===== src/hdl/vrds_pkg.sv =====
`timescale 1ns / 1ps
// ----------------------------------------------------------------------------
// vrds_pkg: shared types and constants for the voxel ray stepper
// Result codes, controller commands and the status returned by the datapath.
// ----------------------------------------------------------------------------
package vrds_pkg;

  localparam int unsigned ChunkSize = 16;
  localparam int unsigned ChunkBits = $clog2(ChunkSize);
  localparam logic [23:0] MaxDistReset = 24'd327680;
  localparam logic [31:0] SatMax = 32'hFFFF_FFFF;

  localparam logic [1:0] KIND_QUERY = 2'd0;
  localparam logic [1:0] KIND_HIT   = 2'd1;
  localparam logic [1:0] KIND_MISS  = 2'd2;

  typedef struct packed {
    logic load;      // latch origin/direction, clear travelled distance
    logic div_go;    // start divider for current axis
    logic div_save;  // store reciprocal and first crossing for axis
    logic step;      // take one DDA step
  } vrds_cmd_t;

  typedef struct packed {
    logic div_done;
    logic [1:0] axis;   // axis in reciprocal phase
    logic below_limit;  // travelled < range limit
  } vrds_sts_t;

endpackage


===== src/hdl/vrds_ctrl.sv =====
`timescale 1ns / 1ps
// ----------------------------------------------------------------------------
// vrds_ctrl: ray controller
// Sequences ray setup, stepping and result generation.
// ----------------------------------------------------------------------------
module vrds_ctrl (
  input  logic                 clk_i,
  input  logic                 rst_ni,
  input  logic                 in_valid_i,
  input  logic                 in_action_i,
  input  logic                 in_solid_i,
  output logic                 in_ready_o,
  input  logic                 out_free_i,
  output logic                 emit_o,
  output logic [1:0]           emit_kind_o,
  output logic                 emit_hitsel_o,
  output vrds_pkg::vrds_cmd_t  cmd_o,
  input  vrds_pkg::vrds_sts_t  sts_i
);

  localparam logic [2:0] S_IDLE = 3'd0;
  localparam logic [2:0] S_DIV  = 3'd1;
  localparam logic [2:0] S_WAIT = 3'd2;
  localparam logic [2:0] S_LIM  = 3'd3;
  localparam logic [2:0] S_FIN  = 3'd4;

  logic [2:0] state_q, state_d;
  logic active_q, active_d;
  logic acc;

  assign in_ready_o = (state_q == S_IDLE) && out_free_i;
  assign acc = in_valid_i && in_ready_o;

  always_comb begin
    state_d = state_q;
    active_d = active_q;
    cmd_o = '0;
    emit_o = 1'b0;
    emit_kind_o = vrds_pkg::KIND_MISS;
    emit_hitsel_o = 1'b0;
    unique case (state_q)
      S_IDLE: begin
        if (acc) begin
          if (!in_action_i) begin
            cmd_o.load = 1'b1;
            active_d = 1'b0;
            state_d = S_DIV;
          end else if (!active_q) begin
            emit_o = 1'b1;
          end else if (in_solid_i) begin
            emit_o = 1'b1;
            emit_kind_o = vrds_pkg::KIND_HIT;
            emit_hitsel_o = 1'b1;
            active_d = 1'b0;
          end else if (sts_i.below_limit) begin
            cmd_o.step = 1'b1;
            state_d = S_FIN;
          end else begin
            emit_o = 1'b1;
            active_d = 1'b0;
          end
        end
      end
      S_DIV: begin
        cmd_o.div_go = 1'b1;
        state_d = S_WAIT;
      end
      S_WAIT: begin
        if (sts_i.div_done) begin
          cmd_o.div_save = 1'b1;
          if (sts_i.axis == 2'd2) begin
            state_d = S_LIM;
          end else begin
            state_d = S_DIV;
          end
        end
      end
      // all crossings stored; first step or immediate miss
      S_LIM: begin
        if (sts_i.below_limit) begin
          cmd_o.step = 1'b1;
          state_d = S_FIN;
        end else begin
          emit_o = 1'b1;
          state_d = S_IDLE;
        end
      end
      S_FIN: begin
        emit_o = 1'b1;
        emit_kind_o = vrds_pkg::KIND_QUERY;
        active_d = 1'b1;
        state_d = S_IDLE;
      end
      default: state_d = S_IDLE;
    endcase
  end

  always_ff @(posedge clk_i or negedge rst_ni) begin
    if (!rst_ni) begin
      state_q <= S_IDLE;
      active_q <= 1'b0;
    end else begin
      state_q <= state_d;
      active_q <= active_d;
    end
  end

endmodule


===== src/hdl/vrds_dp.sv =====
`timescale 1ns / 1ps
// ----------------------------------------------------------------------------
// vrds_dp: ray datapath
// Serial reciprocal divider, crossing registers, step selection and voxel state.
// ----------------------------------------------------------------------------
module vrds_dp (
  input  logic                 clk_i,
  input  logic                 rst_ni,
  input  logic [23:0]          max_dist_i,
  input  logic [95:0]          origin_i,
  input  logic [47:0]          dir_i,
  input  vrds_pkg::vrds_cmd_t  cmd_i,
  output vrds_pkg::vrds_sts_t  sts_o,
  output logic [47:0]          cell_o,
  output logic [2:0]           neg_o,
  output logic [1:0]           axis_o
);

  logic [15:0] cell_q [3];
  logic [31:0] cross_q [3];
  logic [31:0] unit_q [3];
  logic [2:0]  neg_q;
  logic [31:0] trav_q;
  logic [1:0]  eaxis_q;
  logic [15:0] frac_q [3];
  logic [15:0] mag_q [3];
  logic [1:0]  dax_q;

  // restoring divider: 2^30 / mag, one quotient bit per cycle
  logic [31:0] quo_q;
  logic [15:0] rem_q;
  logic [4:0]  cnt_q;
  logic        busy_q, done_q;
  logic        din;
  logic [16:0] rsh;
  logic [17:0] rdiff;
  logic [15:0] dmag;

  assign dmag = mag_q[dax_q];
  // dividend is 2^30: only bit 30 is set
  assign din = (cnt_q == 5'd30);
  assign rsh = {rem_q, din};
  assign rdiff = {1'b0, rsh} - {2'b0, dmag};

  // first crossing: (span * unit) >> 16 from a shifted unit term and a 16x32 product, saturated
  logic [16:0] span;
  logic [31:0] recip;
  logic [48:0] prod;
  logic [31:0] first;
  assign recip = (dmag == '0) ? vrds_pkg::SatMax : quo_q;
  assign span = neg_q[dax_q] ? {1'b0, frac_q[dax_q]} : 17'h10000 - {1'b0, frac_q[dax_q]};
  assign prod = {17'b0, span[16] ? recip : 32'b0} << 16 |
                49'(span[15:0] * recip);
  assign first = (prod[48:16] > 33'(vrds_pkg::SatMax)) ? vrds_pkg::SatMax : prod[47:16];

  // step choice
  logic [1:0]  sax;
  logic [32:0] nsum;
  always_comb begin
    if (cross_q[0] < cross_q[1] && cross_q[0] < cross_q[2]) sax = 2'd0;
    else if (cross_q[1] < cross_q[2]) sax = 2'd1;
    else sax = 2'd2;
  end
  assign nsum = {1'b0, cross_q[sax]} + {1'b0, unit_q[sax]};

  assign sts_o.div_done = done_q;
  assign sts_o.axis = dax_q;
  assign sts_o.below_limit = trav_q < {8'b0, max_dist_i};

  always_ff @(posedge clk_i or negedge rst_ni) begin
    if (!rst_ni) begin
      busy_q <= 1'b0;
      done_q <= 1'b0;
      cnt_q <= '0;
      rem_q <= '0;
      quo_q <= '0;
      dax_q <= '0;
      neg_q <= '0;
      trav_q <= '0;
      eaxis_q <= '0;
      for (int i = 0; i < 3; i++) begin
        cell_q[i] <= '0;
        cross_q[i] <= '0;
        unit_q[i] <= '0;
        frac_q[i] <= '0;
        mag_q[i] <= '0;
      end
    end else begin
      done_q <= 1'b0;
      if (cmd_i.load) begin
        dax_q <= '0;
        trav_q <= '0;
        eaxis_q <= '0;
        for (int i = 0; i < 3; i++) begin
          neg_q[i] <= dir_i[16*i+15];
          mag_q[i] <= dir_i[16*i+15] ? 16'(-dir_i[16*i +: 16]) : dir_i[16*i +: 16];
          frac_q[i] <= origin_i[32*i +: 16];
          cell_q[i] <= origin_i[32*i+16 +: 16];
        end
      end
      if (cmd_i.div_go) begin
        busy_q <= 1'b1;
        cnt_q <= 5'd31;
        rem_q <= '0;
        quo_q <= '0;
      end else if (busy_q) begin
        if (!rdiff[17]) begin
          rem_q <= rdiff[15:0];
          quo_q <= {quo_q[30:0], 1'b1};
        end else begin
          rem_q <= rsh[15:0];
          quo_q <= {quo_q[30:0], 1'b0};
        end
        cnt_q <= cnt_q - 5'd1;
        if (cnt_q == '0) begin
          busy_q <= 1'b0;
          done_q <= 1'b1;
        end
      end
      if (cmd_i.div_save) begin
        unit_q[dax_q] <= recip;
        cross_q[dax_q] <= first;
        dax_q <= (dax_q == 2'd2) ? 2'd0 : dax_q + 2'd1;
      end
      if (cmd_i.step) begin
        cell_q[sax] <= neg_q[sax] ? cell_q[sax] - 16'd1 : cell_q[sax] + 16'd1;
        trav_q <= cross_q[sax];
        cross_q[sax] <= nsum[32] ? vrds_pkg::SatMax : nsum[31:0];
        eaxis_q <= sax;
      end
    end
  end

  assign cell_o = {cell_q[2], cell_q[1], cell_q[0]};
  assign neg_o = neg_q;
  assign axis_o = eaxis_q;

endmodule


===== src/hdl/voxel_ray_dda_stepper.sv =====
`timescale 1ns / 1ps
// ----------------------------------------------------------------------------
// voxel_ray_dda_stepper: 3D grid traversal stepper
// Loads a ray, computes reciprocals and first crossings, then steps voxel by
// voxel on each answer until hit, miss or distance limit.
// ----------------------------------------------------------------------------
// channel | dir | contents
// s_axis  | in  | tuser=action, tdata=origin xyz, dir xyz, solid, kind
// m_axis  | out | tuser=result kind, tdata=voxel xyz, local xyz, normal xyz, hit_kind
// cfg     | in  | range limit write
//
// Start request: three serial divisions, a limit check and first step (or a miss),
// then the result; no request is accepted meanwhile. Answer request: hit or miss
// on acceptance, else a step (compare, saturating add) and then its result.
// Reset: no ray in flight, range limit = 5.0.
// Output register holds result; input stalls while it is full and not draining.
// ----------------------------------------------------------------------------
module voxel_ray_dda_stepper (
  input  logic         clk_i,
  input  logic         rst_ni,
  input  logic         cfg_we_i,
  input  logic [23:0]  cfg_wdata_i,
  input  logic         s_axis_tvalid,
  output logic         s_axis_tready,
  input  logic         s_axis_tuser,   // action
  // origin_x, origin_y, origin_z, dir_x, dir_y, dir_z, voxel_solid, voxel_kind
  input  logic [159:0] s_axis_tdata,
  output logic         m_axis_tvalid,
  input  logic         m_axis_tready,
  output logic [1:0]   m_axis_tuser,   // result_kind
  // voxel_x/y/z, local_x/y/z, normal_x/y/z, hit_kind
  output logic [87:0]  m_axis_tdata
);

  logic [23:0] maxd_q;
  always_ff @(posedge clk_i or negedge rst_ni) begin
    if (!rst_ni) maxd_q <= vrds_pkg::MaxDistReset;
    else if (cfg_we_i) maxd_q <= cfg_wdata_i;
  end

  vrds_pkg::vrds_cmd_t cmd;
  vrds_pkg::vrds_sts_t sts;
  logic emit, hitsel;
  logic [1:0] ekind;
  logic [47:0] vox_pos;
  logic [2:0] neg;
  logic [1:0] eaxis;
  logic out_free;
  logic [85:0] res_q;
  logic [1:0]  rkind_q;
  logic        rvalid_q;

  assign out_free = !rvalid_q || m_axis_tready;

  vrds_ctrl u_ctrl (
    .clk_i, .rst_ni,
    .in_valid_i(s_axis_tvalid), .in_action_i(s_axis_tuser),
    .in_solid_i(s_axis_tdata[144]), .in_ready_o(s_axis_tready),
    .out_free_i(out_free), .emit_o(emit), .emit_kind_o(ekind),
    .emit_hitsel_o(hitsel), .cmd_o(cmd), .sts_i(sts)
  );

  vrds_dp u_dp (
    .clk_i, .rst_ni, .max_dist_i(maxd_q),
    .origin_i(s_axis_tdata[95:0]), .dir_i(s_axis_tdata[143:96]),
    .cmd_i(cmd), .sts_o(sts), .cell_o(vox_pos), .neg_o(neg), .axis_o(eaxis)
  );

  // assemble result; a miss carries zeros
  logic [85:0] res;
  always_comb begin
    res = '0;
    if (ekind != vrds_pkg::KIND_MISS) begin
      res[47:0] = vox_pos;
      for (int i = 0; i < 3; i++) begin
        // floored modulo of a power-of-two chunk: low bits of the voxel
        res[48+8*i +: 8] = 8'(vox_pos[16*i +: vrds_pkg::ChunkBits]);
        // normal is minus the step sign on the entered axis
        res[72+2*i +: 2] = (eaxis == 2'(i)) ? (neg[i] ? 2'b01 : 2'b11) : 2'b00;
      end
      // hit kind comes straight from the answer being accepted
      res[85:78] = hitsel ? s_axis_tdata[152:145] : 8'b0;
    end
  end

  always_ff @(posedge clk_i or negedge rst_ni) begin
    if (!rst_ni) begin
      rvalid_q <= 1'b0;
      rkind_q <= '0;
      res_q <= '0;
    end else if (emit) begin
      rvalid_q <= 1'b1;
      rkind_q <= ekind;
      res_q <= res;
    end else if (m_axis_tready) begin
      rvalid_q <= 1'b0;
    end
  end

  assign m_axis_tvalid = rvalid_q;
  assign m_axis_tuser = rkind_q;
  assign m_axis_tdata = {2'b00, res_q};

`ifndef SYNTHESIS
  a_emit_free: assert property (@(posedge clk_i) disable iff (!rst_ni)
    emit |-> out_free) else $error("result emitted into full output");
  a_no_miss_fields: assert property (@(posedge clk_i) disable iff (!rst_ni)
    m_axis_tvalid && m_axis_tuser == vrds_pkg::KIND_MISS |-> m_axis_tdata == '0)
    else $error("miss carries data");
  a_busy_block: assert property (@(posedge clk_i) disable iff (!rst_ni)
    cmd.load |=> !s_axis_tready) else $error("input taken during setup");
`endif

endmodule


===== config.mk =====
export PLATFORM = sky130hd
export DESIGN_NAME = voxel_ray_dda_stepper
export DESIGN_NICKNAME = d
export VERILOG_FILES = /design/src/hdl/vrds_pkg.sv /design/src/hdl/vrds_ctrl.sv /design/src/hdl/vrds_dp.sv /design/src/hdl/voxel_ray_dda_stepper.sv
export SDC_FILE = /design/constraint.sdc
export NUM_CORES = 2
export LEC_CHECK = 0
export CAP_MARGIN = 20
export CORE_MARGIN = 2
export CORE_UTILIZATION = 55
export DETAILED_ROUTE_END_ITERATION = 10
export DONT_BUFFER_PORTS = 1
export PLACE_DENSITY = 0.84
export SYNTH_ARGS = -nofsm -noshare
export SYNTH_HDL_FRONTEND = slang
export SYNTH_SLANG_ARGS = --single-unit
export TNS_END_PERCENT = 5

===== constraint.sdc =====
create_clock -name clk_i -period 8.5 [get_ports clk_i]
set_clock_uncertainty 0.1 [all_clocks]
set_input_delay 0.425 -clock clk_i [delete_from_list [all_inputs] [get_ports clk_i]]
set_output_delay 0.425 -clock clk_i [all_outputs]
set_load 0.02 [all_outputs]

==> flow_metrics.py <==
metrics = {
    "detailed_routing": {
        "drtAntennaViolNets": 0,
        "dr.pass1.iters": 9,
        "drt_wl_total_mm": 149,
        "vias": 41800,
        "drcViolationCount": 0,
        "vias_per_cell": 6.20,
        "drt_first_iter_violations": 5400,
        "met1_length_mm": 53.9,
        "topRoutingLayerUsed": "met5",
        "wl_met2_mm": 67.6,
        "wl_per_cell_um": 22.1,
        "wl_met3_mm": 16.5,
    },
    "clocking": {
        "cts_tree": "done",
        "clock_path_buffers": 3,
        "clock-sinks": 523,
        "insertion_delay_ns": 0.65,
        "cts_buffers": 53,
        "htreeDepth": 2,
        "root_buffer": "clkbuf_16",
        "clk_pin_slew_ns": 0.07,
    },
    "critical_path": {
        "path_buf_inv": 10,
        "cp-startpoint": "u_dp.dax_q[1]$_DFFE_PN0P_",
        "reg2reg_to": "u_dp.cross_q[90]$_DFF_PN0_",
        "cp-end-kind": "flop",
        "worstReg2RegStart": "u_dp.dax_q[1]$_DFFE_PN0P_",
        "cp.arrival_ns": 9.57,
        "cpMaxStageDelayCell": "fa_2",
        "crit_top_cell": "fa_1",
        "crit_path_start_kind": "flop",
        "crit_family": "adder cells",
        "r2r_cells": 40,
        "path_max_fanout": 5,
        "criticalPathCategory": "flop to flop",
        "cpPeakStageDelay_ns": 0.61,
        "r2r_slack_ns": -0.63,
        "critical_path_required_ns": 8.94,
    },
    "grt": {
        "grt_usage_pct": 33.0,
        "grt_overflow_total": 0,
        "first_global_vias": 41600,
        "antenna_found_initial": 10,
        "grt_max_degree": 524,
        "grt_pass1_wl_mm": 226,
    },
    "timing": {
        "fin_setup_tns_ns": -32.07,
        "period_share_pct": 107,
        "rsz0062_at_grt": "yes",
        "fmax_mhz": 109,
        "worst_slack_ns": -0.633,
        "tightestPinTransition_ns": 1.28,
        "hold_viol": 524,
        "maxSlewViolCount": 0,
        "holdWs_ns": -0.579,
        "setup_viol": 84,
        "min_period_ns": 9.13,
        "slew_headroom_pct": 13.7,
    },
    "logic_synthesis": {
        "ys_async_sr_fraction_pct": 100,
        "ys_ff_latch": 523,
        "synth_warnings": 0,
        "seq_area_frac_synth_pct": 28.5,
        "synth.cell_area_mm2": 0.0459,
        "netlist_instances": 5341,
        "synth_top_cell_by_area": "dfrtp_1",
        "synth_edf_count": 0,
        "synth.distinct_cells": 85,
        "ys.flop_type": "dfrtp_1",
        "syn_area_per_cell_um2": 8.60,
        "netlist_top_cells_area": "dfrtp_1, fa_1, ha_1",
        "synth_top_cell_area_share_pct": 28.4,
    },
    "floorplan": {
        "io_pins": 282,
        "rows": 105,
        "fp.dieH_um": 293,
        "initial_core_util_pct": 55.8,
        "die-area_mm2": 0.0858,
        "die_w_um": 293,
        "core-area_mm2": 0.0824,
    },
    "pwr": {
        "p_leak_nw": 26.6,
        "intPower_w": 0.0107,
        "seq_power_share_pct": 13.1,
        "peakVddDrop_uv": 904,
        "p_sw_w": 0.0101,
        "p_sw_share_pct": 48.7,
        "clkPwrFrac_pct": 12.2,
        "powerDensity_mw_per_mm2": 387,
        "combPwrFrac_pct": 74.8,
    },
    "layout": {
        "layout_commonest_cell": "nand2_1",
        "area_delta_synth_final_pct": 16.8,
        "final_cell_mix": "nand2_1, inv_1, dfrtp_1",
        "final_area_mm2": 0.0536,
        "nets": 6537,
        "fillers": 5831,
        "fin_cells": 6746,
        "drive_gt1_share_pct": 11.9,
    },
    "placed_design": {
        "post-place-cells": 6436,
        "place_hpwl_mm": 98.8,
        "gp_congestion": 0.977,
        "io_buffers": 0,
        "dpl_cell_area_mm2": 0.0488,
    },
    "min_path": {
        "hold_path.class": "input port to asynchronous set/reset pin",
    },
    "flow_run": {
        "drv_cap": 0,
    },
    "outcome": {
        "violations": "negative hold slack, negative setup slack",
        "status": "finished, violations left",
    },
}
## layout make-up
class                   instances  area (µm²)  area share [%]
multi-input cells            3872       30100            56.2
flip-flops and latches        523       13100            24.4
repair buffers                538        4800            8.95
inverters                     637        2390            4.46
clock buffers                  71        1520            2.84
well taps                    1070        1340            2.50
clock inverters                26         334           0.623
diodes                          9        22.5          0.0420
## how the worst max path moves through the flow
stage                     slack [ns]  depth (start not counted)                    endpoint
after floorplan                -0.04                         37  u_dp.cross_q[93]$_DFF_PN0_
after global placement         -0.50                         38  u_dp.cross_q[90]$_DFF_PN0_
after detailed placement       -0.68                         33  u_dp.cross_q[30]$_DFF_PN0_
after CTS                      -0.21                         40  u_dp.cross_q[51]$_DFF_PN0_
after global routing           -0.83                         40  u_dp.cross_q[90]$_DFF_PN0_
final                          -0.63                         40  u_dp.cross_q[90]$_DFF_PN0_
## repair_timing
| item | CTS | global route |
|---|---|---|
| cloned | 6 | 0 |
| pin swaps | 47 | 52 |
| hold endpoints to repair | 699 | 525 |
| setup buffers | 6 | 12 |
| setup endpoints to repair | 78 | 96 |
| resized for setup | 114 | 90 |
| hold buffers | 179 | 1 |
## logic make-up (layout without fill, tap and decap cells)
| logic type | Yosys count | count (layout) | synth area share (%) |
|---|---|---|---|
| flops | 523 | 523 | 28.5 |
| buf+inv | 961 | 1272 | 8.14 |
| mux | 136 | 136 | 2.98 |
| other cells | 1 | 23 | 0.00816 |
| xor+xnor | 144 | 144 | 2.75 |
| fa+ha+maj | 722 | 722 | 26.5 |
| compound gates | 1114 | 1114 | 14.9 |
| simple gates | 1740 | 1742 | 16.2 |
## cells in the mapped netlist (42+ instances only)
library cell,number
dfrtp_1,521
nor2_1,374
and3_1,68
xnor2_1,64
or2_2,42
a22o_1,66
a21oi_1,233
xor2_1,80
clkbuf_1,271
o21ai_0,416
nand2_1,998
a21o_1,125
fa_1,420
o211ai_1,66
mux2i_1,131
ha_1,302
o21ai_1,46
inv_1,636
## metal layers
| layer | vias to the layer above | GRT usage [%] |
|---|---|---|
| met5 | - | 0 |
| met4 | 2 | 18.4 |
| met1 | 20100 | 42.0 |
| met3 | 836 | 6.25 |
| met2 | 2954 | 53.4 |
| li1 | 18000 | - |
## flip-flops by register name (all words and copies together) (netlist names), 3 cells and up
signal / flops
u_dp.neg_o: 3
res_q: 62
u_dp.frac_q: 48
u_dp.mag_q: 48
u_dp.cell_o: 48
u_dp.cross_q: 96
u_ctrl.state_q: 3
u_dp.quo_q: 32
u_dp.unit_q: 96
u_dp.cnt_q: 5
u_dp.trav_q: 32
maxd_q: 24
u_dp.rem_q: 16
## power groups by stage
stage          logic, W  registers [W]  clock network, W
6_report         0.0155        0.00272           0.00252
5_1_grt          0.0168        0.00272           0.00262
4_1_cts          0.0143        0.00269           0.00250
3_5_place_dp     0.0135        0.00273                 0
3_3_place_gp     0.0132        0.00273                 0
2_1_floorplan   0.00753        0.00269                 0
## per-stage QoR
stage / utilization, % / power (W) / hold slack (ns) / setup slack [ns]
finish: 65.1 / 0.0208 / -0.579 / -0.633
global route: 65.1 / 0.0222 / -0.595 / -0.828
floorplan: - / 0.0102 / 0.0294 / -0.0372
global placement: 59.3 / 0.0159 / 0.0558 / -0.496
detailed placement: 59.3 / 0.0162 / 0.0565 / -0.681
CTS: 64.4 / 0.0195 / -0.597 / -0.208
(Power assumes the default switching activity.)
